<file path="src/rtl/core/jsbp_pkg.sv">
`timescale 1ns / 1ps
// ---------------------------------------------------------------------------
// jsbp_pkg
// Shared types and constants for the json subset byte parser.
// ---------------------------------------------------------------------------
package jsbp_pkg;

    localparam int TEXT_CAPACITY_DEF = 16;

    localparam int BYTE_W   = 8;
    localparam int NUM_W    = 16;
    localparam int INDEX_W  = 4;
    localparam int RES_W    = 35;
    localparam int M_DATA_W = 40;

    localparam logic [BYTE_W-1:0] CH_OPEN  = 8'h7B;
    localparam logic [BYTE_W-1:0] CH_CLOSE = 8'h7D;
    localparam logic [BYTE_W-1:0] CH_QUOTE = 8'h22;
    localparam logic [BYTE_W-1:0] CH_T     = 8'h74;
    localparam logic [BYTE_W-1:0] CH_F     = 8'h66;
    localparam logic [BYTE_W-1:0] CH_0     = 8'h30;
    localparam logic [BYTE_W-1:0] CH_9     = 8'h39;

    typedef enum logic [2:0] {
        ST_WAIT_BRACE = 3'd0,
        ST_WAIT_NAME  = 3'd1,
        ST_NAME       = 3'd2,
        ST_WAIT_VALUE = 3'd3,
        ST_INT        = 3'd4,
        ST_STR        = 3'd5
    } parse_state_t;

    typedef enum logic [2:0] {
        EV_NONE     = 3'd0,
        EV_NOT_JSON = 3'd1,
        EV_END      = 3'd2,
        EV_BOOL     = 3'd3,
        EV_INT      = 3'd4,
        EV_STR      = 3'd5
    } event_t;

    typedef enum logic [1:0] {
        WT_NONE = 2'd0,
        WT_NAME = 2'd1,
        WT_STR  = 2'd2
    } write_target_t;

    // packed from msb down; event_res sits in the lowest bits
    typedef struct packed {
        logic [BYTE_W-1:0]  write_char;
        logic [INDEX_W-1:0] write_index;
        write_target_t      write_target;
        logic [NUM_W-1:0]   number_value;
        logic               flag_value;
        logic               busy_res;
        event_t             event_res;
    } result_t;

endpackage

</file>
<file path="src/rtl/core/json_subset_byte_parser_unit.sv">
`timescale 1ns / 1ps
// ---------------------------------------------------------------------------
// json_subset_byte_parser_unit
// Byte-wide parser for a flat json subset, one result per received byte.
//
//   channel  dir  width  contents
//   s_*      in   8      rx_byte
//   m_*      out  40     event, busy, flag, number, write target/index/char
//
// each byte is accepted and its result is registered at the same
// edge, offered on m_* from the next cycle; a new byte can follow every cycle
// reset clears the parser state and the result valid flag
// a stalled result holds the input back only while m_tready is low
// ---------------------------------------------------------------------------
module json_subset_byte_parser_unit
    import jsbp_pkg::*;
#(
    parameter int TEXT_CAPACITY = TEXT_CAPACITY_DEF
)
(
    input  logic                clk,
    input  logic                rst_n,
    input  logic                s_tvalid,
    output logic                s_tready,
    input  logic [BYTE_W-1:0]   s_tdata,  // [7:0] rx_byte
    output logic                m_tvalid,
    input  logic                m_tready,
    // [2:0] event_res, [3] busy_res, [4] flag_value, [20:5] number_value,
    // [22:21] write_target, [26:23] write_index, [34:27] write_char, rest zero
    output logic [M_DATA_W-1:0] m_tdata
);

    localparam int POS_W = $clog2(TEXT_CAPACITY);

    parse_state_t     state_reg;
    parse_state_t     state_next;
    logic [POS_W-1:0] pos_reg;
    logic [POS_W-1:0] pos_next;
    logic [NUM_W-1:0] acc_reg;
    logic [NUM_W-1:0] acc_next;
    logic             flag_reg;
    logic             flag_next;
    logic             busy_reg;
    logic             busy_next;
    result_t          res;
    logic             accept;

    assign accept = s_tvalid && s_tready;

    jsbp_step #(
        .TEXT_CAPACITY (TEXT_CAPACITY),
        .POS_W         (POS_W)
    ) u_step (
        .rx_byte    (s_tdata),
        .state      (state_reg),
        .pos        (pos_reg),
        .acc        (acc_reg),
        .flag       (flag_reg),
        .busy       (busy_reg),
        .state_next (state_next),
        .pos_next   (pos_next),
        .acc_next   (acc_next),
        .flag_next  (flag_next),
        .busy_next  (busy_next),
        .res        (res)
    );

    always_ff @(posedge clk or negedge rst_n)
    begin
        if (!rst_n)
        begin
            state_reg <= ST_WAIT_BRACE;
            pos_reg   <= '0;
            acc_reg   <= '0;
            flag_reg  <= 1'b0;
            busy_reg  <= 1'b0;
        end
        else if (accept)
        begin
            state_reg <= state_next;
            pos_reg   <= pos_next;
            acc_reg   <= acc_next;
            flag_reg  <= flag_next;
            busy_reg  <= busy_next;
        end
    end

    jsbp_out_stage u_out (
        .clk      (clk),
        .rst_n    (rst_n),
        .load     (accept),
        .res      (res),
        .can_load (s_tready),
        .m_tvalid (m_tvalid),
        .m_tready (m_tready),
        .m_tdata  (m_tdata)
    );

endmodule

</file>
<file path="src/rtl/core/jsbp_step.sv">
`timescale 1ns / 1ps
// ---------------------------------------------------------------------------
// jsbp_step
// Per-byte next-state and result logic of the parser.
// ---------------------------------------------------------------------------
module jsbp_step
    import jsbp_pkg::*;
#(
    parameter int TEXT_CAPACITY = TEXT_CAPACITY_DEF,
    parameter int POS_W         = $clog2(TEXT_CAPACITY)
)
(
    input  logic [BYTE_W-1:0] rx_byte,
    input  parse_state_t      state,
    input  logic [POS_W-1:0]  pos,
    input  logic [NUM_W-1:0]  acc,
    input  logic              flag,
    input  logic              busy,
    output parse_state_t      state_next,
    output logic [POS_W-1:0]  pos_next,
    output logic [NUM_W-1:0]  acc_next,
    output logic              flag_next,
    output logic              busy_next,
    output result_t           res
);

    localparam logic [POS_W-1:0] POS_LAST = POS_W'(TEXT_CAPACITY - 2);

    logic [BYTE_W-1:0] digit;
    logic [NUM_W-1:0]  acc_x10;
    logic              is_digit;
    logic              can_store;
    event_t            ev;
    write_target_t     wt;

    assign digit     = rx_byte - CH_0;
    assign acc_x10   = (acc << 3) + (acc << 1);
    assign is_digit  = rx_byte inside {[CH_0:CH_9]};
    assign can_store = (pos <= POS_LAST);

    always_comb
    begin
        state_next = state;
        pos_next   = pos;
        acc_next   = acc;
        flag_next  = flag;
        busy_next  = busy;
        ev         = EV_NONE;
        wt         = WT_NONE;
        case (state)
            ST_WAIT_NAME:
            begin
                if (rx_byte == CH_CLOSE)
                begin
                    busy_next  = 1'b0;
                    state_next = ST_WAIT_BRACE;
                    ev         = EV_END;
                end
                else if (rx_byte == CH_QUOTE)
                begin
                    pos_next   = '0;
                    state_next = ST_NAME;
                end
            end
            ST_NAME:
            begin
                if (rx_byte == CH_QUOTE)
                begin
                    state_next = ST_WAIT_VALUE;
                end
                else if (can_store)
                begin
                    wt       = WT_NAME;
                    pos_next = pos + 1'b1;
                end
            end
            ST_WAIT_VALUE:
            begin
                if (rx_byte == CH_QUOTE)
                begin
                    pos_next   = '0;
                    state_next = ST_STR;
                end
                else if (rx_byte == CH_T || rx_byte == CH_F)
                begin
                    flag_next  = (rx_byte == CH_T);
                    state_next = ST_WAIT_NAME;
                    ev         = EV_BOOL;
                end
                else if (is_digit)
                begin
                    acc_next   = NUM_W'(digit);
                    state_next = ST_INT;
                end
            end
            ST_INT:
            begin
                if (is_digit)
                begin
                    acc_next = acc_x10 + NUM_W'(digit);
                end
                else
                begin
                    state_next = ST_WAIT_NAME;
                    ev         = EV_INT;
                end
            end
            ST_STR:
            begin
                if (rx_byte == CH_QUOTE)
                begin
                    state_next = ST_WAIT_NAME;
                    ev         = EV_STR;
                end
                else if (can_store)
                begin
                    wt       = WT_STR;
                    pos_next = pos + 1'b1;
                end
            end
            default:
            begin
                if (rx_byte == CH_OPEN)
                begin
                    busy_next  = 1'b1;
                    state_next = ST_WAIT_NAME;
                end
                else
                begin
                    state_next = ST_WAIT_BRACE;
                    ev         = EV_NOT_JSON;
                end
            end
        endcase
    end

    always_comb
    begin
        res.event_res    = ev;
        res.busy_res     = busy_next;
        res.flag_value   = flag_next;
        res.number_value = acc_next;
        res.write_target = wt;
        res.write_index  = (wt == WT_NONE) ? '0 : INDEX_W'(pos);
        res.write_char   = (wt == WT_NONE) ? '0 : rx_byte;
    end

endmodule

</file>
<file path="src/rtl/core/jsbp_out_stage.sv">
`timescale 1ns / 1ps
// ---------------------------------------------------------------------------
// jsbp_out_stage
// Result register with valid/ready hand-off to the output stream.
// ---------------------------------------------------------------------------
module jsbp_out_stage
    import jsbp_pkg::*;
(
    input  logic                clk,
    input  logic                rst_n,
    input  logic                load,
    input  result_t             res,
    output logic                can_load,
    output logic                m_tvalid,
    input  logic                m_tready,
    output logic [M_DATA_W-1:0] m_tdata
);

    logic    valid_reg;
    logic    valid_next;
    result_t res_reg;

    assign can_load   = !valid_reg || m_tready;
    assign valid_next = load || (valid_reg && !m_tready);

    always_ff @(posedge clk or negedge rst_n)
    begin
        if (!rst_n)
        begin
            valid_reg <= 1'b0;
        end
        else
        begin
            valid_reg <= valid_next;
        end
    end

    always_ff @(posedge clk)
    begin
        if (load)
        begin
            res_reg <= res;
        end
    end

    assign m_tvalid = valid_reg;
    assign m_tdata  = {(M_DATA_W - RES_W)'(0), res_reg};

endmodule
</file>
<file path="config.mk">
export PLATFORM = sky130hd
export DESIGN_NAME = json_subset_byte_parser_unit
export DESIGN_NICKNAME = d
export VERILOG_FILES = /design/src/rtl/core/jsbp_pkg.sv /design/src/rtl/core/json_subset_byte_parser_unit.sv /design/src/rtl/core/jsbp_step.sv /design/src/rtl/core/jsbp_out_stage.sv
export SDC_FILE = /design/constraint.sdc
export NUM_CORES = 1
export LEC_CHECK = 0
export ABC_AREA = 0
export BUFFER_PORTS_ARGS = -buffer_cell sky130_fd_sc_hd__buf_2
export CORE_MARGIN = 2
export CORE_UTILIZATION = 50
export CTS_CLUSTER_DIAMETER = 120
export DETAILED_ROUTE_END_ITERATION = 8
export PLACE_DENSITY_LB_ADDON = 0.12
export SLEW_MARGIN = 20
export SYNTH_ARGS = -nofsm -noshare
export SYNTH_HDL_FRONTEND = slang
export SYNTH_SLANG_ARGS = --single-unit
export TNS_END_PERCENT = 50
</file>
<file path="constraint.sdc">
create_clock -name clk -period 3.05 [get_ports clk]
set_input_delay 0.305 -clock clk [delete_from_list [all_inputs] [get_ports clk]]
set_output_delay 0.305 -clock clk [all_outputs]
set_load 0.05 [all_outputs]
</file>
==> flow_summary.json, run 1 <==
{
  "status": "complete, but fails checks",
  "violations": "negative hold slack",
  "start_util_pct": 51.1,
  "antenna_found_initial": 0,
  "synth_area_um2": 3670,
  "p_seq_share_pct": 45.3,
  "gp_congestion": 0.869,
  "place_area_um2": 4180,
  "largest_reg_flops": 35,
  "combPwrFrac_pct": 16.1,
  "core_area_um2": 7180,
  "grt_pass1_vias": 2784,
  "design_power_total_mw": 2.11,
  "synthTopCellsByArea": "edfxtp_1 29%, dfrtp_1 18%, ha_1 9.2%",
  "regArea_um2": 1700,
  "vdd_drop_max_v": 0.000249,
  "setup_viol": 0,
  "dp_hpwl_mm": 6.05,
  "hold_ws_ps": -11.0,
  "yosysMostFrequentCell": "nand2_1",
  "layout_min_cycle_time_ps": 2930,
  "vias": 2976,
  "grt_max_degree": 27,
  "die_w_um": 89.7,
  "pre_cts_slack_ps": -299,
  "start_kind": "flip-flop",
  "multiInputGateArea_um2": 1920,
  "synthCells": 346,
  "first_iter_violations": 179,
  "async_flop_share_pct": 42.6,
  "clk-insertion-delay-late_ps": 350,
  "fin_skew_ps": 20.0,
  "overflow": 0,
  "p_int_mw": 1.50,
  "arrival_ps": 3010,
  "max_freq_ghz": 0.342,
  "post_cts_buffers": 0,
  "p_leak_nw": 2.01,
  "dieArea_um2": 8040,
  "ys.flop_type": "edfxtp_1",
  "wl_per_cell_um": 16.3,
  "cts_tree": "done",
  "htree_num_levels": 3,
  "slew_headroom_pct": 47.5,
  "cts-buffers-inserted": 9,
  "period_share_pct": 95.9,
  "die_h_um": 89.7,
  "cpPeakStageDelay_ps": 420,
  "drive_gt1_share_pct": 24.2,
  "nNetsFinal": 466,
  "synth.yosys.seq_area_share_pct": 46.4,
  "fillCellCount": 593,
  "grt_pass1_wl_mm": 14.1,
  "cap_violations": 0,
  "slew_viol_final": 0,
  "synth_commonest_cells": "53 x nand2_1, 35 x edfxtp_1, 27 x ha_1",
  "crit_required_ps": 3130,
  "fp-row-count": 31,
  "syn_to_final_growth_pct": 20.9,
  "hold_viol": 1,
  "cts_root_buf": "clkbuf_8",
  "sw_frac_of_total_pct": 28.8,
  "worst_pin_slew_ps": 784,
  "synth_edf_count": 35,
  "fin_area_um2": 4440,
  "path_cells": "buf_4, fa_1, ha_1, buf_4, a211o_1, a211o_1, a221oi_1, xnor2_1, o21ai_0",
  "numPortBuffers": 48,
  "clock-sinks": 61,
  "synth_top_area_share_pct": 28.6,
  "clkSlewWorstSetupHoldPaths_ps": 80,
  "timing.final.ws_setup_ps": 124,
  "firstDrtPassIters": 5,
  "finalWirelength_mm": 8.53,
  "clkPwrFrac_pct": 38.7,
  "synth-seq-cells": 61,
  "clockBufferDepth": 2,
  "fin_cells": 525,
  "grtUsageTotal_pct": 23.4,
  "syn_avg_cell_area_um2": 10.6,
  "switchingPower_mw": 0.607,
  "crit_fanout": 4,
  "route.detailed.drc": 0,
  "postRouteAntennaNets": 0,
  "synth.distinct_cells": 61,
  "yosys_warnings": 0,
  "ioPinCount": 54,
  "holdCritPathClass": "in -> async",
  "holdBufCountCts": 0,
  "power_density_nw_per_um2": 475,
  "dp_cells": 509,
  "crit_type": "reg -> reg",
  "via_per_inst": 5.67,
  "yosys.area.top_type": "edfxtp_1",
  "worstSetupEndpointType": "flip-flop",
  "ctsResizeCount": 0,
  "n_antenna_cell": 0,
  "cp_slowest_cell": "fa_1"
}
[critical path: cells and delay by family, from the launching register on]
family	cells	cell delay, ps
AOI/OAI and AO/OA	4	1020
xor gates and xnor gates	1	180
adders and majority gates	2	750
buffers and inverters	2	320
DFF	1	410
[cell usage in the layout, fill, tap and decap left out, types with 7 or more instances in the layout]
cell and n:
dfrtp_1 26, o21ai_1 14, a22o_1 7, buf_2 48, o21ai_0 20, xnor2_1 7, nand2_1 53, and2_1 11
nor2_1 10, xor2_1 8, nand3_1 7, a21oi_1 11, edfxtp_1 35, ha_1 26, clkbuf_8 10, buf_4 28
[per-layer routing]
metal	GRT usage, %	wire [um]
met5	0	0
met4	9.36	186
met1	33.9	4040
met2	35.0	3810
met3	3.75	494
[per-stage QoR]
stage          TNS (ps)  utilization [%]
2_1_floorplan         0                -
6_report              0             61.8
5_1_grt           -39.6             61.8
3_3_place_gp      -1670             58.3
4_1_cts               0             61.3
3_5_place_dp      -1890             58.3
[final timing paths]
| kind | from | slack [ps] | to | cells after the start |
|---|---|---|---|---|
| setup / recovery | acc_reg[2]$_DFFE_PN0P_ | 120 | u_out.m_tdata[20]$_DFFE_PP_ | 9 |
| hold / removal | rst_n | -10 | flag_reg$_DFFE_PN0P_ | 1 |
| setup reg to reg | acc_reg[2]$_DFFE_PN0P_ | 120 | u_out.m_tdata[20]$_DFFE_PP_ | 9 |
| hold reg to reg | flag_reg$_DFFE_PN0P_ | 510 | flag_reg$_DFFE_PN0P_ | 2 |
| max in group asynchronous | rst_n | 2600 | state_reg[2]$_DFFE_PN0P_ | 1 |
| min in group clk | s_tvalid | 170 | u_out.m_tvalid$_DFF_PN0_ | 2 |
[area by class of cell]
type / instances / share of cell area, %
Clock buffer: 12 / 3.27
Clock inverter: 4 / 1.64
Inverter: 5 / 0.451
Multi-Input combinational cell: 268 / 43.3
Sequential cell: 61 / 38.4
Tap cell: 99 / 2.79
Timing Repair Buffer: 76 / 10.2
[power groups by stage]
stage / clock network (mW) / logic [mW] / registers, mW
after floorplan: 0 / 0.176 / 1.03
after CTS: 0.809 / 0.336 / 0.953
after global routing: 0.850 / 0.369 / 0.960
final: 0.815 / 0.339 / 0.954
after global placement: 0 / 0.330 / 0.970
after detailed placement: 0 / 0.334 / 0.971
[kinds of logic (layout without fill, tap and decap cells)]
family          after synthesis  after routing  synth area share (%)
compound gates               95             95                  17.4
xor+xnor                     16             16                  3.82
fa+ha+maj                    33             33                  12.5
buf+inv                      21             97                  3.00
flops                        61             61                  46.4
mux                           1              1                 0.307
other cells                   1              5                 0.102
simple gates                118            118                  16.5
Note: power is estimated with default switching activity, not from simulation.
==> run 2, diff against run 1 <==
Settings changed: SETUP_SLACK_MARGIN set to 0.5.
==> run 2 against run 1 <==
The run still ends with negative hold slack left. Register-to-register slack got worse by 20 ps. Worst hold slack barely moved. Sequential power barely moved. Final cell count rose by 1.1%. Flip-flop and latch count did not move. Maximum frequency fell by 0.62%.
==> flow_summary.json, run 2 (synthesis results as in run 1) <==
{
  "path_cells": "fa_1, fa_2, a21o_1, a221oi_4, o21ai_2, a311oi_2, xor2_1, o21ai_1",
  "worstReg2RegStart": "acc_reg[2]$_DFFE_PN0P_",
  "clkSlewWorstSetupHoldPaths_ps": 70,
  "hold_ws_ps": -11.3,
  "dp_cells": 500,
  "cp-startpoint": "acc_reg[2]$_DFFE_PN0P_",
  "postRouteAntennaNets": 0,
  "start_kind": "flip-flop",
  "crit_fanout": 2,
  "grt_pass1_wl_mm": 14.6,
  "dp_hpwl_mm": 6.05,
  "syn_to_final_growth_pct": 26.7,
  "layout_min_cycle_time_ps": 2940,
  "gp_congestion": 0.868,
  "cts_root_buf": "clkbuf_8",
  "cp-endpoint": "u_out.m_tdata[19]$_DFFE_PP_",
  "regArea_um2": 1700,
  "htree_num_levels": 3,
  "mostFrequentLayoutCell": "nand2_1",
  "design_power_total_mw": 1.95,
  "ioPinCount": 54,
  "first_iter_violations": 219,
  "r2r_end": "u_out.m_tdata[19]$_DFFE_PP_",
  "multiInputGateArea_um2": 2100,
  "worst_pin_slew_ps": 829,
  "worst-path-stages": 8,
  "power_density_nw_per_um2": 419,
  "fillCellCount": 586,
  "numPortBuffers": 48,
  "route.detailed.drc": 0,
  "rsz0062_at_grt": "yes",
  "r2r_cells": 8,
  "die_w_um": 89.7,
  "crit_type": "reg -> reg",
  "holdBufCountCts": 0,
  "via_per_inst": 5.72,
  "slew_viol_final": 0,
  "crit_required_ps": 3140,
  "overflow": 0,
  "vias": 3037,
  "setup_viol": 0,
  "clockBufferDepth": 2,
  "slew_headroom_pct": 44.3,
  "cpLargestDelayFamily": "compound AO/OA/AOI/OAI gates",
  "arrival_ps": 3030,
  "critPathBufInv": 0,
  "grt_pass1_vias": 2946,
  "holdCritPathClass": "in -> async",
  "tns_ps": 0,
  "violations": "negative hold slack",
  "core_area_um2": 7180,
  "max_freq_ghz": 0.340,
  "largest_reg_flops": 35,
  "drive_gt1_share_pct": 30.6,
  "start_util_pct": 51.1,
  "period_share_pct": 96.5,
  "clock-sinks": 61,
  "dieArea_um2": 8040,
  "final_cell_mix": "53 x nand2_1, 46 x buf_2, 35 x edfxtp_1",
  "finalWirelength_mm": 9.23,
  "cts_tree": "done",
  "cap_violations": 0,
  "nNetsFinal": 472,
  "hold_viol": 9,
  "cts-buffers-inserted": 9,
  "cp_slowest_cell": "fa_1",
  "vdd_drop_max_v": 0.000216,
  "firstDrtPassIters": 4,
  "antenna_found_initial": 0,
  "p_leak_nw": 2.06,
  "grtUsageTotal_pct": 24.3,
  "cpPeakStageDelay_ps": 500,
  "fin_skew_ps": 9.04,
  "r2r_slack_ps": 110,
  "fp-row-count": 31,
  "wl_per_cell_um": 17.4,
  "worstSetupEndpointType": "flip-flop",
  "grt_max_degree": 27,
  "clk-insertion-delay-late_ps": 340,
  "status": "complete, but fails checks",
  "fin_cells": 531,
  "n_antenna_cell": 0,
  "die_h_um": 89.7
}
run 2: changes by cell type in the layout (fill, tap and decap cells not counted), sizes merged:
cell,delta
buf,+6
bufinv,-2
clkbuf,-1
clkinv,+4
clkinvlp,-1
run 2: how the worst min path moves through the flow:
stage,from,to,slack (ps),cells past startpoint
final,rst_n,flag_reg$_DFFE_PN0P_,-10,1
after global routing,rst_n,pos_reg[3]$_DFFE_PN0P_,40,1
after CTS,rst_n,flag_reg$_DFFE_PN0P_,20,1
after detailed placement,rst_n,flag_reg$_DFFE_PN0P_,390,1
after global placement,rst_n,busy_reg$_DFFE_PN0P_,390,1
after floorplan,rst_n,acc_reg[0]$_DFFE_PN0P_,9,0
run 2: power breakdown:
part | leakage, nW | switching (mW) | internal, mW
logic | 1.29 | 0.240 | 0.117
clock network | 0.0882 | 0.327 | 0.310
registers | 0.686 | 0.0408 | 0.913
run 2: metrics by stage:
stage | hold slack [ps] | instance area [um^2] | util, % | setup WS, ps
after floorplan | 9.41 | 3790 | - | 156
after global placement | 388 | 4190 | 58.3 | -48.4
after detailed placement | 389 | 4190 | 58.3 | -115
after CTS | 20.6 | 4500 | 62.7 | 222
after global routing | 37.5 | 4650 | 64.8 | 37.2
final | -11.3 | 4650 | 64.8 | 105
run 2: final cells by class:
cell class	instances	area share [%]
multi-input cells	268	45.2
flip-flops and latches	61	36.7
repair buffers	82	11.3
clock buffers	11	3.04
well taps	99	2.66
clock inverters	5	0.565
inverters	5	0.511
run 2: per-layer routing:
| metal | up-vias | track usage [%] | part of all wire (%) |
|---|---|---|---|
| li1 | 1440 | - | - |
| met1 | 1464 | 31.0 | 42 |
| met2 | 105 | 40.6 | 50 |
| met3 | 28 | 4.48 | 4.9 |
| met4 | 0 | 10.2 | 3.0 |
| met5 | - | 0 | 0 |
run 2: what timing repair did:
item | 4_1_cts | 5_1_grt
endpoints found under the setup margin | 15 | 18
buffers inserted | 9 | 6
resized for setup | 19 | 16
pin swaps | 18 | 18
